--- config.mk ---
export PLATFORM = sky130hd
export DESIGN_NAME = esop_exorlink_cube_split
export DESIGN_NICKNAME = d
export VERILOG_FILES = /design/src/hw/rtl/ecs_pkg.sv /design/src/hw/rtl/esop_exorlink_cube_split.sv
export SDC_FILE = /design/constraint.sdc
export NUM_CORES = 1
export LEC_CHECK = 0
export BUFFER_PORTS_ARGS = -buffer_cell sky130_fd_sc_hd__buf_2
export CAP_MARGIN = 20
export CORE_ASPECT_RATIO = 1.25
export CORE_UTILIZATION = 35
export CTS_BUF_LIST = sky130_fd_sc_hd__clkbuf_8
export DETAILED_ROUTE_END_ITERATION = 16
export PLACE_DENSITY_LB_ADDON = 0.05
export SLEW_MARGIN = 5
export SYNTH_ARGS = -nofsm -noshare
export SYNTH_HDL_FRONTEND = slang
export SYNTH_SLANG_ARGS = --single-unit
--- constraint.sdc ---
create_clock -name clock -period 17.1 [get_ports clock]
set_clock_uncertainty 0.05 [all_clocks]
set_input_delay 1.71 -clock clock [delete_from_list [all_inputs] [get_ports clock]]
set_output_delay 1.71 -clock clock [all_outputs]
set_load 0.05 [all_outputs]
--- src/hw/rtl/ecs_pkg.sv ---
// package for the exorlink cube split block
// field widths and the group code set; no dependencies

package ecs_pkg;

   localparam int CubeW = 32;
   localparam int DistW = 3;
   localparam int CodesW = 32;
   localparam int CodeW = 2;
   localparam int IdxW = 4;

   typedef enum logic [CodeW-1:0] {
      CODE_FIRST  = 2'd0,
      CODE_SECOND = 2'd1,
      CODE_OTHER  = 2'd2,
      CODE_KEEP   = 2'd3
   } code_type;

endpackage

--- src/hw/rtl/esop_exorlink_cube_split.sv ---
// exorlink cube split: orders two cubes and emits one new cube per distance step
// depends on ecs_pkg for field widths and group codes
//
// usage
// - req channel: one item is two cubes (mask and polarity words), a distance
//   and sixteen packed 2-bit group codes; accepted when req_valid is high and
//   req_stall is low
// - rsp channel: one item per produced cube; rsp_last_cube marks the final
//   cube of an input's run; taken when rsp_valid is high and rsp_stall is low
// - an input with distance d gives min(d, MAX_DISTANCE) result items, one per
//   cycle while the receiver does not stall; distance zero gives none
// - the first result of an input passes the input register, then the result
//   register
// - the single result register takes one cube a cycle from the held input
//   while the receiver does not stall
// - the next input is taken in the same cycle the last step of the held one
//   moves into the result register
// - while the receiver stalls, the result register holds and the held input
//   waits; req_stall rises once the held input still has steps to give
// - reset (synchronous, active high) drops the held input and any result

module esop_exorlink_cube_split #(
   parameter int MAX_DISTANCE = 4
) (
   input  logic                       clock,
   input  logic                       reset,
   input  logic                       req_valid,
   output logic                       req_stall,
   input  logic [ecs_pkg::CubeW-1:0]  req_first_mask,
   input  logic [ecs_pkg::CubeW-1:0]  req_first_polarity,
   input  logic [ecs_pkg::CubeW-1:0]  req_second_mask,
   input  logic [ecs_pkg::CubeW-1:0]  req_second_polarity,
   input  logic [ecs_pkg::DistW-1:0]  req_link_distance,
   input  logic [ecs_pkg::CodesW-1:0] req_group_codes,
   output logic                       rsp_valid,
   input  logic                       rsp_stall,
   output logic [ecs_pkg::CubeW-1:0]  rsp_result_mask,
   output logic [ecs_pkg::CubeW-1:0]  rsp_result_polarity,
   output logic                       rsp_last_cube
);

   localparam int StepW = (MAX_DISTANCE > 1) ? $clog2(MAX_DISTANCE) : 1;
   localparam logic [ecs_pkg::DistW-1:0] MaxDist = ecs_pkg::DistW'(MAX_DISTANCE);

   // held input
   logic                       h_valid_ff, h_valid_in;
   logic [StepW-1:0]           step_ff, step_in;
   logic [ecs_pkg::DistW-1:0]  dist_ff, dist_in;
   logic [ecs_pkg::CubeW-1:0]  am_ff, am_in, ap_ff, ap_in, bm_ff, bm_in, bp_ff, bp_in;
   logic [ecs_pkg::CubeW-1:0]  om_ff, om_in, op_ff, op_in;
   logic [ecs_pkg::CodesW-1:0] codes_ff, codes_in;
   logic [ecs_pkg::CubeW-1:0]  bit_ff [MAX_DISTANCE];
   logic [ecs_pkg::CubeW-1:0]  bit_in [MAX_DISTANCE];

   // result register
   logic                       o_valid_ff, o_valid_in;
   logic [ecs_pkg::CubeW-1:0]  rm_ff, rm_in, rp_ff, rp_in;
   logic                       last_ff, last_in;

   logic req_accept, o_load, h_last, swap;
   logic [ecs_pkg::CubeW-1:0] diff, rest;
   logic [ecs_pkg::DistW-1:0] dist_sat;

   assign o_load     = h_valid_ff && (!o_valid_ff || !rsp_stall);
   assign h_last     = ({{(ecs_pkg::DistW-StepW){1'b0}}, step_ff} + ecs_pkg::DistW'(1))
                       == dist_ff;
   assign req_stall  = h_valid_ff && !(o_load && h_last);
   assign req_accept = req_valid && !req_stall;

   // input side: order the cubes, find the lowest differing positions
   always_comb begin
      swap     = {req_first_polarity, req_first_mask} > {req_second_polarity, req_second_mask};
      dist_sat = (req_link_distance > MaxDist) ? MaxDist : req_link_distance;
      diff     = (req_first_polarity ^ req_second_polarity)
               | (req_first_mask ^ req_second_mask);
      rest     = diff;
      for (int j = 0; j < MAX_DISTANCE; j++) begin
         bit_in[j] = rest & (~rest + ecs_pkg::CubeW'(1));
         rest      = rest & (rest - ecs_pkg::CubeW'(1));
      end
      am_in    = swap ? req_second_mask : req_first_mask;
      ap_in    = swap ? req_second_polarity : req_first_polarity;
      bm_in    = swap ? req_first_mask : req_second_mask;
      bp_in    = swap ? req_first_polarity : req_second_polarity;
      om_in    = req_first_mask ^ req_second_mask;
      op_in    = ~req_first_polarity & ~req_second_polarity;
      codes_in = req_group_codes;
      dist_in  = dist_sat;
   end

   always_comb begin
      h_valid_in = h_valid_ff;
      step_in    = step_ff;
      if (o_load) begin
         step_in = step_ff + StepW'(1);
         if (h_last) begin
            h_valid_in = 1'b0;
         end
      end
      if (req_accept) begin
         h_valid_in = (dist_sat != '0);
         step_in    = '0;
      end
   end

   // step logic: apply this step's group codes at the held positions
   always_comb begin
      logic [ecs_pkg::IdxW-1:0] base;
      logic [ecs_pkg::IdxW-1:0] idx;
      ecs_pkg::code_type        code;
      base = ecs_pkg::IdxW'(step_ff) * ecs_pkg::IdxW'(dist_ff);
      rm_in = am_ff;
      rp_in = ap_ff;
      for (int j = 0; j < MAX_DISTANCE; j++) begin
         idx  = base + ecs_pkg::IdxW'(j);
         code = ecs_pkg::code_type'(codes_ff[ecs_pkg::CodeW*idx +: ecs_pkg::CodeW]);
         if (ecs_pkg::DistW'(j) < dist_ff) begin
            unique case (code)
               ecs_pkg::CODE_SECOND: begin
                  rm_in = (rm_in & ~bit_ff[j]) | (bm_ff & bit_ff[j]);
                  rp_in = (rp_in & ~bit_ff[j]) | (bp_ff & bit_ff[j]);
               end
               ecs_pkg::CODE_OTHER: begin
                  rm_in = (rm_in & ~bit_ff[j]) | (om_ff & bit_ff[j]);
                  rp_in = (rp_in & ~bit_ff[j]) | (op_ff & bit_ff[j]);
               end
               ecs_pkg::CODE_FIRST, ecs_pkg::CODE_KEEP: begin
               end
            endcase
         end
      end
      last_in    = h_last;
      o_valid_in = o_load ? 1'b1 : (o_valid_ff && rsp_stall);
   end

   always_ff @(posedge clock) begin
      if (reset) begin
         h_valid_ff <= 1'b0;
         step_ff    <= '0;
         o_valid_ff <= 1'b0;
      end else begin
         h_valid_ff <= h_valid_in;
         step_ff    <= step_in;
         o_valid_ff <= o_valid_in;
      end
   end

   always_ff @(posedge clock) begin
      if (req_accept) begin
         dist_ff  <= dist_in;
         am_ff    <= am_in;
         ap_ff    <= ap_in;
         bm_ff    <= bm_in;
         bp_ff    <= bp_in;
         om_ff    <= om_in;
         op_ff    <= op_in;
         codes_ff <= codes_in;
         bit_ff   <= bit_in;
      end
      if (o_load) begin
         rm_ff   <= rm_in;
         rp_ff   <= rp_in;
         last_ff <= last_in;
      end
   end

   assign rsp_valid           = o_valid_ff;
   assign rsp_result_mask     = rm_ff;
   assign rsp_result_polarity = rp_ff;
   assign rsp_last_cube       = last_ff;

`ifndef SYNTHESIS
   a_held_dist: assert property (@(posedge clock) disable iff (reset)
      h_valid_ff |-> (dist_ff != '0) && (dist_ff <= MaxDist))
      else $error("held item has a bad distance");

   a_step_range: assert property (@(posedge clock) disable iff (reset)
      h_valid_ff |-> ({{(ecs_pkg::DistW-StepW){1'b0}}, step_ff} < dist_ff))
      else $error("step counter past distance");

   a_run_held: assert property (@(posedge clock) disable iff (reset)
      rsp_valid && !rsp_stall && !rsp_last_cube |-> h_valid_ff)
      else $error("run ended without a last cube");
`endif

endmodule

# --- Word-level counts from Yosys, hierarchy flattened ---
# Index checks and enable logic that the tools add are counted.
op_classes:
  addsub: 12
  mul: 1
  n_lt_le_gt_ge: 6
  n_eq_ne: 9
  n_shift: 4
  mux: 25
  n_bitwise: 61
  n_reduce_logical: 15
ops:
  columns: ["cell", "n"]
  rows:
  - ["$and A32 B32 Y32", 32]
  - ["$or A32 B32 Y32", 17]
  - ["$pmux W32 S2", 8]
  - ["$mux W32", 12]
  - ["$not A32 Y32", 10]
  - ["$add A32 B1 Y32 const B", 4]
  - ["$shiftx A32 B6 Y2", 4]
  - ["$sub A32 B1 Y32 const B", 3]
  - ["$gt A64 B64 Y1", 1]
  - ["$xor A32 B32 Y32", 2]
  - ["$add A4 B2 Y4 const B", 2]
  - ["$eq A2 B1 Y1 const B", 4]
  - ["$eq A2 B2 Y1 const B", 4]
  - ["$lt A1 B3 Y1 const A", 2]
  - ["$lt A2 B3 Y1 const A", 2]
  - ["$logic_and A1 B1 Y1", 5]
  - ["$add A4 B1 Y4 const B", 1]
  - ["$logic_not A1 Y1", 4]
  - ["$mul A2 B3 Y4", 1]
  - ["$mux W1", 4]
  - ["$reduce_bool A2 Y1", 2]
  - ["$add A2 B1 Y3 const B", 1]
  - ["$eq A3 B3 Y1", 1]
  - ["$gt A3 B3 Y1 const B", 1]
  - ["6 further kinds", 6]
totals:
  ff_bits: 424
  out_inout_bits: 67

# --- Longest topological paths before layout ---
# Gate-level depths: netlist of the first run.
logic_depth:
  depth_word: 17
  depth_mapped: 18
  depth_no_buf: 17

# --- Least setup slack after synthesis of the first run ---
# Ideal clock, no wire load.
synth_path:
  kind: "in2reg"
  startpoint: "in rsp_stall"
  endpoint: "reg am_ff[0] (netlist name) (enable)"
  arrival_ns: 17.375
  t_required_ns: 15.947
  setup_slack_ns: -1.428
  path_stages: 3
  n_path_buf: 0
  path_cell_list: "a21oi_1 nor2b_1 nor2b_1"
synth_between:
  elab_chain_cells: 8
synth_rtl:
  columns: ["element", "line_no", "text"]
  rows:
  - ["from (decl)", "esop_exorlink_cube_split.sv:36", "input logic rsp_stall,"]
  - ["$logic_not A1 Y1", "esop_exorlink_cube_split.sv:64", "assign o_load = h_valid_ff && (!o_valid_ff || !rsp_stall);"]
  - ["$logic_or A1 B1 Y1", "esop_exorlink_cube_split.sv:64", null]
  - ["$logic_and A1 B1 Y1", "esop_exorlink_cube_split.sv:64", null]
  - ["$logic_and A1 B1 Y1", "esop_exorlink_cube_split.sv:67", "assign req_stall = h_valid_ff && !(o_load && h_last);"]
  - ["$logic_not A1 Y1", "esop_exorlink_cube_split.sv:67", null]
  - ["$logic_and A1 B1 Y1", "esop_exorlink_cube_split.sv:67", null]
  - ["named net req_stall", "esop_exorlink_cube_split.sv:28", "output logic req_stall,"]
  - ["$logic_not A1 Y1", "esop_exorlink_cube_split.sv:68", "assign req_accept = req_valid && !req_stall;"]
  - ["$logic_and A1 B1 Y1", "esop_exorlink_cube_split.sv:68", null]
  - ["named net req_accept", "esop_exorlink_cube_split.sv:60", "logic req_accept, o_load, h_last, swap;"]
  - ["to (signal assigned)", "esop_exorlink_cube_split.sv:151", "am_ff <= am_in;"]
  - ["to (decl)", "esop_exorlink_cube_split.sv:49", "logic [ecs_pkg::CubeW-1:0] am_ff, am_in, ap_ff, ap_in, bm_ff, bm_in, bp_ff, bp_in;"]
# The timed path passes the listed nets, and every way through them passes these cells.
# A chain may end at the register's enable or synchronous reset.

==> impl_metrics.yaml, run 1 <==
global_route:
  grt_overflow_total: 0
  global_route_wire_length_before_repair_mm: 123
  grt_pass1_vias: 20200
  grt_max_degree: 165
  grtUsageTotal: 0.216
  antenna_violations_before_repair: 5
critical_path:
  worst_path_dominant_cell_family: "simple AND/OR/NAND/NOR gates"
  cp_depth: 14
  cp_slowest_stage_delay_ns: 0.69
  slowest_stage: "or3_1"
  critPathRequiredTime_ns: 17.53
  worstPathCellList: "buf_2 -> inv_1 -> ha_1 -> nor2b_1 -> nand3_2 -> o31ai_1 -> nand4b_1 -> or3_1 -> o211ai_1 -> and3_1 -> a21oi_1 -> a211oi_2 -> o21ai_1 -> a2111oi_2"
  worstRegToRegCells: 17
  timing.rr.end: "rsp_result_polarity[3]"
  cp-startpoint: "req_second_mask[3]"
  crit_buf_inv: 2
  worstReg2RegStart: "dist_ff[1]"
  crit_path_start_kind: "input port"
  critPathMaxFanout: 11
  worst_setup_path_end_kind: "flop"
  reg2reg_setup_slack_ns: 10.57
  arrival_ns: 7.24
  setup.worst_path.class: "input port to flop"
  setup.worst_path.end: "bit_ff[26]"
layout:
  finalInstanceArea_um2: 29800
  nNetsFinal: 2827
  fillerInstances: 7168
  final_layout_size_suffix_gt1_frac: 0.194
  area_delta_synth_final_pct: 14.6
  most_frequent_cells_in_the_layout: "414 x edfxtp_1, 310 x mux2i_1, 233 x buf_2"
  layout.cells.most_common: "edfxtp_1"
yosys:
  syn_avg_cell_area_um2: 11.2
  ys.flop_type: "edfxtp_1"
  synth-warning-count: 0
  synth_top_cell_by_area: "edfxtp_1"
  synth-edff-count: 414
  ys_seq_area_frac: 0.481
  synth_cells: 2319
  count_of_distinct_cell_types_in_the_synthesized_netlist: 91
  syn_nets: 2595
  yosys_register_bits: 418
  synth_top_cell_area_share: 0.478
  asyncSetResetFlopFracSynth: 0
  netlist_top_cells_area: "edfxtp_1 48%, mux2i_1 12%, ha_1 5.2%"
  synthesis.area_um2: 26000
sta:
  period_needed_ns: 6.81
  rsz0062_at_grt: "no"
  totalNegativeSetupSlack_ns: 0
  worst_slew_margin_rel: 0.283
  worst_pin_slew_ns: 1.05
  finalHoldViolCount: 0
  final_max_slew_viol_count: 0
  timing.fmax_mhz: 147
  finalSetupViolations: 0
  min_period_over_period: 0.398
  postLayoutSetupSlackWorst_ns: 10.29
clocking:
  cts_tree: "built"
  clk_pin_slew_worst_paths_ns: 0.07
  cts_hold_buf: 0
  postCtsResizedCells: 0
  clock_sinks: 418
  cts_max_level: 3
  cts-buffers-inserted: 76
  clock_path_buffers: 3
  cts_root_buf: "clkbuf_8"
  postCtsSetupRepairBufs: 0
  clock_latency_ns: 0.71
route:
  wl_per_cell_um: 23.1
  ant_nets: 0
  final_routed_wirelength_across_all_metal_layers_mm: 82.6
  drt_first_pass_iters: 5
  route.detailed.drc: 0
  dr_total_vias: 19900
  drt_iter0_markers: 1063
  routed_via_density: 5.57
power:
  p_int_mw: 2.06
  pwr-share-seq: 0.420
  p_sw_mw: 1.05
  power_frac_clock: 0.318
  p_leak_nw: 11.5
  p_comb_frac: 0.262
  powerDensity_nw_per_um2: 104
  sw_frac_of_total: 0.338
  worst_ir_drop_vdd_v: 0.0000610
floorplanning:
  fp.dieArea_um2: 75500
  io_pins: 234
  die_y_um: 307
  initial_core_util: 0.354
  fp.dieW_um: 246
  core_region_area_um2: 73500
  rows: 111
placement:
  detailed_place.area_um2: 28300
  finalWeightedCongestion: 0.886
  port_buffers: 233
  dpl_worst_slack_ns: 9.70
  detailed_place_hpwl_mm: 58.4
hold_path:
  holdCritPathClass: "flop to flop"
run_status:
  run_status: "completed"
flow_run:
  drv.max_cap_violation_count: 0
[layer usage]
layer,global-route usage,wire (µm)
met5,0,0
met4,0.0885,2710
met3,0.0288,3590
met2,0.397,43100
met1,0.250,33200
[kinds of logic (layout without fill, tap and decap cells)]
family / after synthesis / count (layout) / share of synthesized area
flip-flops: 418 / 418 / 0.481
AO/OA/AOI/OAI: 502 / 502 / 0.126
XOR/XNOR: 23 / 23 / 0.00774
AND/OR/NAND/NOR: 593 / 593 / 0.112
multiplexers: 414 / 414 / 0.182
buffers and inverters: 256 / 550 / 0.0379
adder cells (fa/ha/maj): 113 / 113 / 0.0543
other: 0 / 4 / 0
[state kept, by name (all words and copies together) (netlist names)]
| signal | flops |
|---|---|
| rsp_result_mask | 32 |
| om_ff | 32 |
| ap_ff | 32 |
| dist_ff | 3 |
| rsp_result_polarity | 32 |
| h_valid_ff | 1 |
| rsp_valid | 1 |
| step_ff | 2 |
| bm_ff | 32 |
| bp_ff | 32 |
| op_ff | 32 |
| am_ff | 32 |
| bit_ff | 122 |
| codes_ff | 32 |
| rsp_last_cube | 1 |
[Yosys cell counts (55+ instances only)]
master,n
edfxtp_1,414
mux2i_1,310
nand2_1,184
nor2_1,171
inv_1,150
a31oi_1,136
a21oi_1,120
ha_1,108
o21ai_0,86
clkbuf_1,80
mux2_2,64
a221oi_1,60
nor3_1,55
[tightest hold or removal path: cells and delay by family, from the launching register on]
family          cells  cell delay, ns
compound gates      1            0.05
simple gates        1            0.07
flops               1            0.35
[power by group through the flow]
stage / Combinational [mW] / Sequential, mW / Clock (mW)
after floorplan: 0.495 / 1.40 / 0
after global placement: 0.812 / 1.33 / 0
after detailed placement: 0.818 / 1.33 / 0
after CTS: 0.822 / 1.31 / 1.02
after global routing: 0.885 / 1.32 / 1.06
final: 0.816 / 1.31 / 0.987
[cell type report]
cell class                      count  area (µm²)  share of cell area
Antenna cell                        4        10.0            0.000336
Clock buffer                       80        1100              0.0369
Clock inverter                     60         410              0.0138
Inverter                          152         573              0.0192
Multi-Input combinational cell   1645       12600               0.424
Sequential cell                   418       12500               0.419
Tap cell                          960        1200              0.0403
Timing Repair Buffer              258        1390              0.0465
[per-stage QoR]
stage / total power [mW] / hold WS (ns) / instances / util
after floorplan: 1.90 / 0.394 / 2319 / -
after global placement: 2.14 / 0.428 / 3432 / 0.385
after detailed placement: 2.15 / 0.436 / 3432 / 0.385
after CTS: 3.15 / 0.463 / 3572 / 0.406
after global routing: 3.26 / 0.501 / 3577 / 0.406
final: 3.11 / 0.457 / 3577 / 0.406
[worst min-delay path by stage]
stage / slack, ns / depth (start not counted) / start / end
detailed placement: 0.44 / 2 / h_valid_ff / rsp_valid
global placement: 0.43 / 2 / h_valid_ff / rsp_valid
CTS: 0.46 / 2 / h_valid_ff / rsp_valid
global route: 0.50 / 2 / h_valid_ff / rsp_valid
floorplan: 0.39 / 2 / h_valid_ff / rsp_valid
finish: 0.46 / 2 / h_valid_ff / rsp_valid
Note: power is estimated with default switching activity, not from simulation.
==> run 2: changes to the inputs <==
==> constraint.sdc (replaced) <==
create_clock -name clock -period 7 [get_ports clock]
set_clock_uncertainty 0.05 [all_clocks]
set_input_delay 0.7 -clock clock [delete_from_list [all_inputs] [get_ports clock]]
set_output_delay 0.7 -clock clock [all_outputs]
set_load 0.05 [all_outputs]
==> impl_metrics.yaml, run 2 (synthesis gave the netlist of run 1 again) <==
run_status:
  run_status: "completed"
global_route:
  grtUsageTotal: 0.219
  grt_pass1_vias: 20200
  grt_max_degree: 178
  grt_overflow_total: 0
  global_route_wire_length_before_repair_mm: 124
  antenna_violations_before_repair: 1
placement:
  finalWeightedCongestion: 0.881
  port_buffers: 233
  detailed_place_hpwl_mm: 59.4
power:
  p_leak_nw: 11.5
  powerDensity_nw_per_um2: 250
  pwr-share-seq: 0.427
  sw_frac_of_total: 0.340
  p_sw_mw: 2.55
  worst_ir_drop_vdd_v: 0.000197
  p_comb_frac: 0.268
  power_frac_clock: 0.305
  p_int_mw: 4.94
route:
  drt_first_pass_iters: 7
  ant_nets: 0
  wl_per_cell_um: 23.3
  routed_via_density: 5.55
  dr_total_vias: 19900
  drt_iter0_markers: 1105
  route.detailed.drc: 0
  final_routed_wirelength_across_all_metal_layers_mm: 83.4
clocking:
  postCtsResizedCells: 0
  clk_pin_slew_worst_paths_ns: 0.06
  cts_max_level: 3
  cts_hold_buf: 0
  cts_tree: "built"
  clock_latency_ns: 0.68
  clock_path_buffers: 3
  postCtsSetupRepairBufs: 0
  cts-buffers-inserted: 76
  clock_sinks: 418
  cts_root_buf: "clkbuf_8"
floorplanning:
  initial_core_util: 0.354
  core_region_area_um2: 73500
  rows: 111
  fp.dieArea_um2: 75500
  die_y_um: 307
  fp.dieW_um: 246
  io_pins: 234
layout:
  area_delta_synth_final_pct: 15.0
  most_frequent_cells_in_the_layout: "414 x edfxtp_1, 310 x mux2i_1, 234 x buf_2"
  top_register: "bit_ff"
  finish.utilization: 0.408
  largest_register_ff_count: 122
  layout.cells.most_common: "edfxtp_1"
  nNetsFinal: 2838
  final_layout_size_suffix_gt1_frac: 0.199
sta:
  final_max_slew_viol_count: 0
  worst_slew_margin_rel: 0.232
  finalSetupViolations: 0
  finalHoldViolCount: 0
  worst_pin_slew_ns: 1.15
  rsz0062_at_grt: "no"
  period_needed_ns: 5.71
  min_period_over_period: 0.815
  timing.fmax_mhz: 175
  totalNegativeSetupSlack_ns: 0
critical_path:
  arrival_ns: 6.03
  setup.worst_path.class: "flop to flop"
  critPathMaxFanout: 28
  critPathRequiredTime_ns: 7.32
  crit_path_start_kind: "flop"
  worst_setup_path_end_kind: "flop"
flow_run:
  drv.max_cap_violation_count: 0
hold_path:
  holdCritPathClass: "input port to flop"
-- run 2: cell count changes in the layout (fill, tap and decap cells not counted), moves of 2 or more --
cell        previous run  this run
clkinv_1              20        13
bufinv_16              6         3
clkinv_2               8        12
inv_6                  2         0
buf_12                 1        10
clkinvlp_4             2         4
inv_1                172       170
-- run 2: metal layers --
metal	wire length [µm]	share of wire	global-route usage	up-vias
met5	0	0	0	-
met4	2320	0.028	0.0818	0
met3	3250	0.039	0.0264	125
met2	44400	0.53	0.406	514
met1	33400	0.40	0.254	9848
li1	-	-	-	9405
-- run 2: final timing paths --
path                                            end                 from  slack [ns]  cells past startpoint
worst min-delay path                   codes_ff[27]  req_group_codes[27]        0.14                      1
worst max-delay path            rsp_result_mask[14]           dist_ff[1]        1.29                     17
worst max register to register  rsp_result_mask[14]           dist_ff[1]        1.29                     17
worst min register to register            rsp_valid           h_valid_ff        0.46                      2
-- run 2: stage by stage --
step                total power [mW]  cell area (µm²)  hold slack (ns)  worst slack, ns  std cells
floorplan                       4.61            26000            0.394         0.000664       2319
global placement                5.23            28500            0.424            0.836       3442
detailed placement              5.27            28500            0.440            0.788       3444
CTS                             7.59            29900           0.0622             1.27       3578
global route                    7.86            29900            0.100            0.964       3582
finish                          7.49            29900            0.144             1.29       3582
-- run 2: worst max-delay path, cell delays in order, from the launching register on --
cell and delay, ns:
edfxtp_1 0.47, and2_1 0.20, ha_1 0.18, fa_1 0.71, ha_1 0.28, nand2_1 0.08, xor2_1 0.67, mux4_2 0.42
mux4_2 0.47, inv_1 0.11, ha_4 0.53, buf_12 0.33, mux2i_1 0.22, nor2_1 0.06, a221oi_1 0.24, a31oi_1 0.07
nand2_1 0.08, o21ai_0 0.16
-- run 2: power by group through the flow --
stage,clock network (mW),registers [mW],logic (mW)
6_report,2.28,3.20,2.00
5_1_grt,2.46,3.22,2.18
4_1_cts,2.37,3.20,2.03
3_5_place_dp,0,3.25,2.02
3_3_place_gp,0,3.24,1.99
2_1_floorplan,0,3.40,1.21
-- run 2: cell type report --
cell class / count / area, µm²
Clock inverter: 54 / 324
Tap cell: 960 / 1200
Fill cell: 7093 / 43500
Antenna cell: 4 / 10.0
Inverter: 152 / 573
Multi-Input combinational cell: 1645 / 12600
Timing Repair Buffer: 269 / 1580
Sequential cell: 418 / 12500
Clock buffer: 80 / 1100
